$ cat config.mk
export PLATFORM = sky130hd
export DESIGN_NAME = supervisory_frame_handshake
export DESIGN_NICKNAME = d
export VERILOG_FILES = /design/src/rtl/core/sfh_pkg.sv /design/src/rtl/core/sfh_ctrl.sv /design/src/rtl/core/sfh_emit.sv /design/src/rtl/core/supervisory_frame_handshake.sv
export SDC_FILE = /design/constraint.sdc
export NUM_CORES = 1
export LEC_CHECK = 0
export CAP_MARGIN = 20
export CORE_MARGIN = 2
export CORE_UTILIZATION = 45
export CTS_CLUSTER_SIZE = 10
export DETAILED_ROUTE_END_ITERATION = 8
export DONT_BUFFER_PORTS = 1
export GPL_TIMING_DRIVEN = 0
export HOLD_SLACK_MARGIN = 0.03
export PLACE_DENSITY = 0.73
export SYNTH_ARGS = -nofsm -noshare
export SYNTH_HDL_FRONTEND = slang
export SYNTH_SLANG_ARGS = --single-unit
$ cat constraint.sdc
create_clock -name clk -period 3.6 [get_ports clk]
set_clock_uncertainty 0.05 [all_clocks]
set_input_delay 0.54 -clock clk [delete_from_list [all_inputs] [get_ports clk]]
set_output_delay 0.54 -clock clk [all_outputs]
set_load 0.03 [all_outputs]
$ cat src/rtl/core/sfh_pkg.sv
// Shared types and constants for the supervisory frame handshake block.
// Used by sfh_ctrl, sfh_emit and supervisory_frame_handshake; depends on nothing.
package sfh_pkg;

	localparam logic [7:0] FRAME_FLAG = 8'h7E;
	localparam logic [2:0] LAST_IDX = 3'd4;

	localparam logic [1:0] OP_START = 2'd0;
	localparam logic [1:0] OP_RX = 2'd1;
	localparam logic [1:0] OP_TICK = 2'd2;

	localparam logic [1:0] REG_ADDRESS = 2'd0;
	localparam logic [1:0] REG_CONTROL = 2'd1;
	localparam logic [1:0] REG_TIMEOUT = 2'd2;
	localparam logic [1:0] REG_RETRY_LIMIT = 2'd3;

	localparam logic [7:0] RST_ADDRESS = 8'h01;
	localparam logic [7:0] RST_CONTROL = 8'h03;
	localparam logic [15:0] RST_TIMEOUT = 16'd3;
	localparam logic [3:0] RST_RETRY_LIMIT = 4'd3;
	localparam logic [3:0] MAX_COUNT = 4'd15;

	typedef enum logic [1:0] {
		PH_IDLE,
		PH_WAIT,
		PH_MATCHED,
		PH_FAILED
	} phase_t;

	typedef enum logic [2:0] {
		MS_HUNT,
		MS_FLAG,
		MS_ADDR,
		MS_CTRL,
		MS_CHECK
	} match_t;

	typedef enum logic [1:0] {
		RK_TX,
		RK_MATCHED,
		RK_FAILED
	} res_kind_t;

	typedef struct packed {
		logic       req;
		res_kind_t  kind;
		logic [7:0] addr_byte;
		logic [7:0] ctrl_byte;
	} burst_t;

endpackage

$ cat src/rtl/core/sfh_ctrl.sv
// Handshake protocol state: phase, reply matcher, tick and timeout counters.
// Decides which result burst a request causes; depends on sfh_pkg.
module sfh_ctrl (
	input  logic                clk,
	input  logic                arst_n,
	input  logic                advance,
	input  logic [1:0]          opcode,
	input  logic [7:0]          rx_byte,
	input  logic [7:0]          address_byte,
	input  logic [7:0]          control_byte,
	input  logic [15:0]         timeout_ticks,
	input  logic [3:0]          retry_limit,
	output sfh_pkg::burst_t     burst
);
	import sfh_pkg::*;

	phase_t      phase_q, phase_d;
	match_t      match_q, match_d;
	logic [3:0]  used_q, used_d;
	logic [15:0] tick_q, tick_d;

	logic [15:0] limit;
	logic [3:0]  allowed;
	logic [15:0] tick_inc;
	logic [3:0]  used_inc;
	logic [7:0]  check_byte;

	assign limit = (timeout_ticks == '0) ? 16'd1 : timeout_ticks;
	assign allowed = (retry_limit == '0) ? 4'd1 : retry_limit;
	assign tick_inc = tick_q + 16'd1;
	assign used_inc = (used_q < MAX_COUNT) ? used_q + 4'd1 : used_q;
	assign check_byte = address_byte ^ control_byte;

	always_comb begin
		phase_d = phase_q;
		match_d = match_q;
		used_d = used_q;
		tick_d = tick_q;
		burst.req = 1'b0;
		burst.kind = RK_TX;
		burst.addr_byte = address_byte;
		burst.ctrl_byte = control_byte;
		case (opcode)
			OP_START: begin
				used_d = '0;
				tick_d = '0;
				phase_d = PH_WAIT;
				match_d = MS_HUNT;
				burst.req = 1'b1;
			end
			OP_RX: begin
				if (phase_q == PH_WAIT) begin
					case (match_q)
						MS_FLAG: begin
							if (rx_byte == FRAME_FLAG) match_d = MS_FLAG;
							else if (rx_byte == address_byte) match_d = MS_ADDR;
							else match_d = MS_HUNT;
						end
						MS_ADDR: begin
							if (rx_byte == FRAME_FLAG) match_d = MS_FLAG;
							else if (rx_byte == control_byte) match_d = MS_CTRL;
							else match_d = MS_HUNT;
						end
						MS_CTRL: begin
							if (rx_byte == FRAME_FLAG) match_d = MS_FLAG;
							else if (rx_byte == check_byte) match_d = MS_CHECK;
							else match_d = MS_HUNT;
						end
						MS_CHECK: begin
							match_d = MS_HUNT;
							if (rx_byte == FRAME_FLAG) begin
								phase_d = PH_MATCHED;
								burst.req = 1'b1;
								burst.kind = RK_MATCHED;
							end
						end
						default: begin
							match_d = (rx_byte == FRAME_FLAG) ? MS_FLAG : MS_HUNT;
						end
					endcase
				end
			end
			OP_TICK: begin
				if (phase_q == PH_WAIT) begin
					tick_d = tick_inc;
					if (!(tick_inc < limit && tick_inc != '0)) begin
						tick_d = '0;
						used_d = used_inc;
						match_d = MS_HUNT;
						burst.req = 1'b1;
						if (used_inc >= allowed) begin
							phase_d = PH_FAILED;
							burst.kind = RK_FAILED;
						end
					end
				end
			end
			default: begin
			end
		endcase
	end

	always_ff @(posedge clk or negedge arst_n) begin
		if (!arst_n) begin
			phase_q <= PH_IDLE;
			match_q <= MS_HUNT;
			used_q <= '0;
			tick_q <= '0;
		end else if (advance) begin
			phase_q <= phase_d;
			match_q <= match_d;
			used_q <= used_d;
			tick_q <= tick_d;
		end
	end

`ifndef SYNTHESIS
	a_hunt_outside_wait: assert property (@(posedge clk) disable iff (!arst_n)
		(phase_q != PH_WAIT) |-> (match_q == MS_HUNT))
		else $error("reply matcher active outside an exchange");
	a_fail_burst_sets_phase: assert property (@(posedge clk) disable iff (!arst_n)
		(advance && burst.req && burst.kind == RK_FAILED) |=> (phase_q == PH_FAILED))
		else $error("failure reported but phase not failed");
	a_idle_no_burst: assert property (@(posedge clk) disable iff (!arst_n)
		(phase_q != PH_WAIT && opcode != OP_START) |-> !burst.req)
		else $error("result burst requested outside an exchange");
`endif

endmodule

$ cat src/rtl/core/sfh_emit.sv
// Result sequencer: holds one burst and presents its results one per cycle while out_ready is high.
// A frame burst yields five transmit bytes, a status burst a single result; uses sfh_pkg.
module sfh_emit (
	input  logic                clk,
	input  logic                arst_n,
	input  logic                load,
	input  sfh_pkg::burst_t     burst,
	output logic                free,
	output logic                out_valid,
	input  logic                out_ready,
	output logic [1:0]          result_kind,
	output logic [7:0]          tx_byte,
	output logic                last
);
	import sfh_pkg::*;

	logic       busy_q;
	res_kind_t  kind_q;
	logic [2:0] idx_q;
	logic [7:0] addr_q;
	logic [7:0] ctrl_q;
	logic       fire;

	assign out_valid = busy_q;
	assign result_kind = kind_q;
	assign last = (kind_q != RK_TX) || (idx_q == LAST_IDX);
	assign fire = busy_q && out_ready;
	assign free = !busy_q || (out_ready && last);

	always_comb begin
		tx_byte = '0;
		if (kind_q == RK_TX) begin
			case (idx_q)
				3'd1: tx_byte = addr_q;
				3'd2: tx_byte = ctrl_q;
				3'd3: tx_byte = addr_q ^ ctrl_q;
				default: tx_byte = FRAME_FLAG;
			endcase
		end
	end

	always_ff @(posedge clk or negedge arst_n) begin
		if (!arst_n) begin
			busy_q <= 1'b0;
			kind_q <= RK_TX;
			idx_q <= '0;
		end else if (load) begin
			busy_q <= 1'b1;
			kind_q <= burst.kind;
			idx_q <= '0;
		end else if (fire) begin
			if (last) busy_q <= 1'b0;
			else idx_q <= idx_q + 3'd1;
		end
	end

	always_ff @(posedge clk) begin
		if (load) begin
			addr_q <= burst.addr_byte;
			ctrl_q <= burst.ctrl_byte;
		end
	end

`ifndef SYNTHESIS
	a_idx_range: assert property (@(posedge clk) disable iff (!arst_n)
		busy_q |-> (idx_q <= LAST_IDX))
		else $error("result index beyond frame length");
	a_status_single: assert property (@(posedge clk) disable iff (!arst_n)
		(busy_q && kind_q != RK_TX) |-> (idx_q == '0))
		else $error("status burst advanced past its only result");
	a_frame_steps: assert property (@(posedge clk) disable iff (!arst_n)
		(fire && !last) |=> (busy_q && idx_q == $past(idx_q) + 3'd1 && kind_q == RK_TX))
		else $error("frame burst did not step to its next byte");
	a_no_load_busy: assert property (@(posedge clk) disable iff (!arst_n)
		load |-> free)
		else $error("burst loaded over one still in flight");
`endif

endmodule

$ cat src/rtl/core/supervisory_frame_handshake.sv
// Top level of the supervisory frame handshake, sender side.
// Holds the configuration registers and the request register; uses sfh_pkg, sfh_ctrl, sfh_emit.
//
//   Channel  Signals                              Direction  Moves
//   in       in_valid in_ready opcode rx_byte     sink       one request
//   out      out_valid out_ready result_kind ...  source     one result
//   cfg      cfg_we cfg_index cfg_data            sink       one register write
//
// A request is registered, then resolved in the cycle it leaves the register.
// A request without results does not wait on the sequencer; one that starts or resends a frame
// holds the result sequencer for five transmit bytes, a match or failure for a single result.
// The request register refills while a burst is still being delivered.
// Reset restores the register defaults, idle phase and cleared counters at once.
module supervisory_frame_handshake (
	input  logic        clk,
	input  logic        arst_n,
	input  logic        in_valid,
	output logic        in_ready,
	input  logic [1:0]  opcode,
	input  logic [7:0]  rx_byte,
	output logic        out_valid,
	input  logic        out_ready,
	output logic [1:0]  result_kind,
	output logic [7:0]  tx_byte,
	output logic        last,
	input  logic        cfg_we,
	input  logic [1:0]  cfg_index,
	input  logic [15:0] cfg_data
);
	import sfh_pkg::*;

	logic [7:0]  address_q;
	logic [7:0]  control_q;
	logic [15:0] timeout_q;
	logic [3:0]  retry_limit_q;

	logic        valid_s1;
	logic [1:0]  opcode_s1;
	logic [7:0]  rx_byte_s1;

	burst_t      burst;
	logic        free;
	logic        advance;
	logic        load;

	assign advance = valid_s1 && (!burst.req || free);
	assign load = valid_s1 && burst.req && free;
	assign in_ready = !valid_s1 || advance;

	always_ff @(posedge clk or negedge arst_n) begin
		if (!arst_n) begin
			address_q <= RST_ADDRESS;
			control_q <= RST_CONTROL;
			timeout_q <= RST_TIMEOUT;
			retry_limit_q <= RST_RETRY_LIMIT;
		end else if (cfg_we) begin
			case (cfg_index)
				REG_ADDRESS: address_q <= cfg_data[7:0];
				REG_CONTROL: control_q <= cfg_data[7:0];
				REG_TIMEOUT: timeout_q <= cfg_data;
				REG_RETRY_LIMIT: retry_limit_q <= cfg_data[3:0];
				default: begin
				end
			endcase
		end
	end

	always_ff @(posedge clk or negedge arst_n) begin
		if (!arst_n) begin
			valid_s1 <= 1'b0;
		end else if (in_ready) begin
			valid_s1 <= in_valid;
		end
	end

	always_ff @(posedge clk) begin
		if (in_valid && in_ready) begin
			opcode_s1 <= opcode;
			rx_byte_s1 <= rx_byte;
		end
	end

	sfh_ctrl u_ctrl (
		.clk           (clk),
		.arst_n        (arst_n),
		.advance       (advance),
		.opcode        (opcode_s1),
		.rx_byte       (rx_byte_s1),
		.address_byte  (address_q),
		.control_byte  (control_q),
		.timeout_ticks (timeout_q),
		.retry_limit   (retry_limit_q),
		.burst         (burst)
	);

	sfh_emit u_emit (
		.clk         (clk),
		.arst_n      (arst_n),
		.load        (load),
		.burst       (burst),
		.free        (free),
		.out_valid   (out_valid),
		.out_ready   (out_ready),
		.result_kind (result_kind),
		.tx_byte     (tx_byte),
		.last        (last)
	);

`ifndef SYNTHESIS
	a_load_advances: assert property (@(posedge clk) disable iff (!arst_n)
		load |-> advance)
		else $error("burst loaded without retiring its request");
	a_stalled_request_held: assert property (@(posedge clk) disable iff (!arst_n)
		(valid_s1 && !advance) |=> (valid_s1 && $stable(opcode_s1) && $stable(rx_byte_s1)))
		else $error("stalled request register changed");
	a_stall_only_on_burst: assert property (@(posedge clk) disable iff (!arst_n)
		(valid_s1 && !advance) |-> (burst.req && out_valid))
		else $error("request stalled with no burst in flight");
`endif

endmodule

==> impl_metrics.py <==
metrics = {
    "global_route": {
        "grt_pass1_wl_um": 20600,
        "overflow": 0,
        "track_usage": 0.201,
        "grt_pass1_vias": 4244,
        "grt_max_degree": 69,
        "antenna_found_initial": 1,
    },
    "floorplan": {
        "core_area_um2": 12100,
        "die_x_um": 115,
        "initial_utilization": 0.462,
        "die_height_um": 115,
        "dieArea_um2": 13300,
        "pin_count": 46,
        "row_count": 40,
    },
    "synthesis": {
        "yosysWarnings": 0,
        "synth_area_um2": 5570,
        "synthCells": 519,
        "synth_nets": 583,
        "synth_edf_count": 26,
        "synth.area.top_cells": "dfrtp_1, edfxtp_1, mux2_2",
        "async_flop_share": 0.723,
        "avgSynthCellArea_um2": 10.7,
        "ys.flop_type": "dfrtp_1",
        "synth_cell_type_count": 68,
        "netlist.area_leader.share": 0.274,
        "synth_seq_cells": 94,
        "synth_top_area_cell": "dfrtp_1",
        "ys_seq_area_frac": 0.448,
    },
    "worst_setup_path": {
        "end_kind": "output port",
        "worstPathArrival_ns": 3.09,
        "startpoint": "u_ctrl.tick_q[8]",
        "path_cells": "nand4_1 -> nor3_4 -> and2_4 -> nand3_2 -> xnor2_2 -> ha_1 -> nand4_1 -> a2111o_1 -> a31oi_4 -> nor3_2 -> a21oi_4 -> and2_4 -> inv_4",
        "start_kind": "flop",
        "endpoint": "in_ready",
        "critPathRequiredTime_ns": 3.01,
        "path_delay_family": "simple AND/OR/NAND/NOR gates",
        "cp.depth": 13,
        "cp_slowest_cell": "dfrtp_1",
        "r2r_slack_ns": -0.01,
        "crit_type": "reg -> out",
        "r2r_cells": 15,
        "max_stage_delay_ns": 0.39,
        "critical_path_buf_inv_count": 1,
        "cp_max_fo": 3,
        "r2r_end": "u_ctrl.tick_q[0]",
        "reg2reg_from": "u_ctrl.tick_q[8]",
    },
    "timing": {
        "hold_viol": 0,
        "slew_headroom": 0.496,
        "period_share": 1.02,
        "slew_violations": 0,
        "setup_violations": 2,
        "grt_setup_unrepaired": "yes",
        "worst_slack_ns": -0.0772,
        "whs_ns": 0.0156,
        "max_freq_mhz": 272,
        "min_period_ns": 3.68,
        "worst_pin_slew_ns": 0.753,
    },
    "pwr": {
        "vdd.ir_drop.worst_v": 0.000461,
        "power_density_nw_per_um2": 522,
        "leakage_nw": 2.85,
        "power_mw": 3.39,
    },
    "detailed_routing": {
        "drc": 0,
        "wl_per_cell_um": 17.3,
        "drtIter0Drc": 222,
        "vias": 4162,
        "postRouteAntennaNets": 0,
        "wl_um": 12600,
        "vias_per_cell": 5.70,
        "drt_first_pass_iters": 6,
    },
    "run": {
        "maxCapViolations": 0,
    },
    "finish": {
        "area_delta_synth_final_pct": 16.7,
        "layout-drive-gt1-share": 0.262,
        "fin_cells": 730,
        "finalNetCount": 620,
        "n_fill_cell": 1019,
        "utilization": 0.539,
    },
    "clocking": {
        "htree_levels": 3,
        "cts_root_buf": "clkbuf_16",
        "cts_tree": "done",
        "cts.sink_count": 94,
        "numCtsBuffers": 9,
        "path_clk_slew_ns": 0.07,
        "clock_latency_ns": 0.35,
        "clk_path_buf_depth": 2,
    },
    "run_status": {
        "violations": "negative setup slack",
        "outcome": "finished with violations",
    },
    "placement": {
        "port_buffers": 0,
        "dpl_worst_slack_ns": -0.786,
        "placed_cells": 688,
        "dp_hpwl_um": 9020,
        "place.gp.congestion": 0.875,
    },
    "min_path": {
        "hp-class": "in -> async",
    },
}
## how the worst min path moves through the flow
| stage | start | endpoint | slack (ns) | depth (start not counted) |
|---|---|---|---|---|
| finish | arst_n | valid_s1 | 0.02 | 1 |
| global route | arst_n | u_ctrl.match_q[1] | 0.03 | 1 |
| CTS | arst_n | u_ctrl.match_q[1] | 0.03 | 1 |
| detailed placement | arst_n | u_emit.idx_q[0] | 0.20 | 0 |
| global placement | arst_n | u_emit.idx_q[0] | 0.20 | 0 |
| floorplan | arst_n | address_q[1] | 0.19 | 0 |
## flip-flops by register name, indices dropped and copies added, names as in the netlist
register,cells
opcode_s1,2
u_ctrl.match_q,3
u_ctrl.phase_q,2
u_emit.addr_q,8
u_emit.ctrl_q,8
valid_s1,1
u_ctrl.used_q,4
rx_byte_s1,8
u_emit.result_kind,2
address_q,8
u_emit.idx_q,3
control_q,8
u_ctrl.tick_q,16
retry_limit_q,4
timeout_q,16
u_emit.out_valid,1
## cells by family after synthesis
family | Yosys count | synth area share
flops | 94 | 0.448
xor+xnor | 39 | 0.0641
fa+ha+maj | 31 | 0.0697
compound gates | 103 | 0.135
simple gates | 160 | 0.161
buf+inv | 49 | 0.0339
mux | 43 | 0.0890
## report_power, final
group | switching (mW) | internal [mW] | leakage (nW) | total, mW
Sequential | 0.167 | 1.25 | 1.08 | 1.41
Clock | 0.406 | 0.681 | 0.168 | 1.09
Combinational | 0.552 | 0.342 | 1.60 | 0.894
## layout make-up
class	instances	area, um^2	area share
Timing Repair Buffer	27	245	0.0377
Antenna cell	1	2.50	0.000385
Buffer	10	55.1	0.00847
Clock buffer	9	225	0.0347
Clock inverter	7	120	0.0185
Sequential cell	94	2500	0.385
Multi-Input combinational cell	376	2990	0.460
Tap cell	168	210	0.0324
Inverter	38	149	0.0229
## cells in the final DEF (no fill, tap or decap), types with 23 or more instances in the layout
cell,netlist,final
xor2_1,25,25
buf_4,0,23
nand2_1,42,42
dfrtp_1,61,54
nand3_1,26,25
inv_1,38,36
mux2_2,36,36
edfxtp_1,26,26
ha_1,31,30
## synth_stat cells, types with 2 or more instances
master / instances
a211o_1: 3
a211oi_1: 4
a21o_1: 10
a21oi_1: 19
a21oi_4: 2
a22o_1: 3
a22oi_1: 9
a31o_2: 2
a31oi_1: 8
and2_1: 5
buf_2: 4
clkbuf_1: 7
dfrtp_1: 61
dfstp_2: 7
edfxtp_1: 26
ha_1: 31
inv_1: 38
mux2_2: 36
mux2_4: 4
mux2i_1: 3
nand2_1: 42
nand2_2: 2
nand2b_1: 9
nand3_1: 26
nand3b_1: 2
nand4_1: 8
nand4b_1: 3
nor2_1: 12
nor2_2: 2
nor2b_1: 7
nor3_1: 10
nor3_2: 3
nor4_1: 7
o2111ai_1: 2
o21a_1: 3
o21ai_0: 20
o21ai_2: 2
o22ai_1: 3
or2_2: 5
or3_1: 5
xnor2_1: 12
xor2_1: 25
xor2_2: 2
## metal layers
layer	vias to the layer above	routed length, um	GRT usage
met2	133	6430	0.339
met3	22	740	0.0569
met1	2064	5180	0.247
met5	-	0	0
met4	0	251	0.0747
li1	1943	-	-
## per-stage QoR
step	area (um^2)	TNS (ns)
5_1_grt	6500	-1.30
2_1_floorplan	5570	-0.00956
3_5_place_dp	5780	-28.74
3_3_place_gp	5780	-24.23
4_1_cts	6430	-0.0689
6_report	6500	-0.0910
## timing repair
action,CTS,global route
hold buffers,1,0
pin swaps,17,2
setup endpoints to repair,59,45
buffers inserted,21,4
gates resized for setup,32,1
endpoints found under the hold margin,68,0
(Power assumes the default switching activity.)
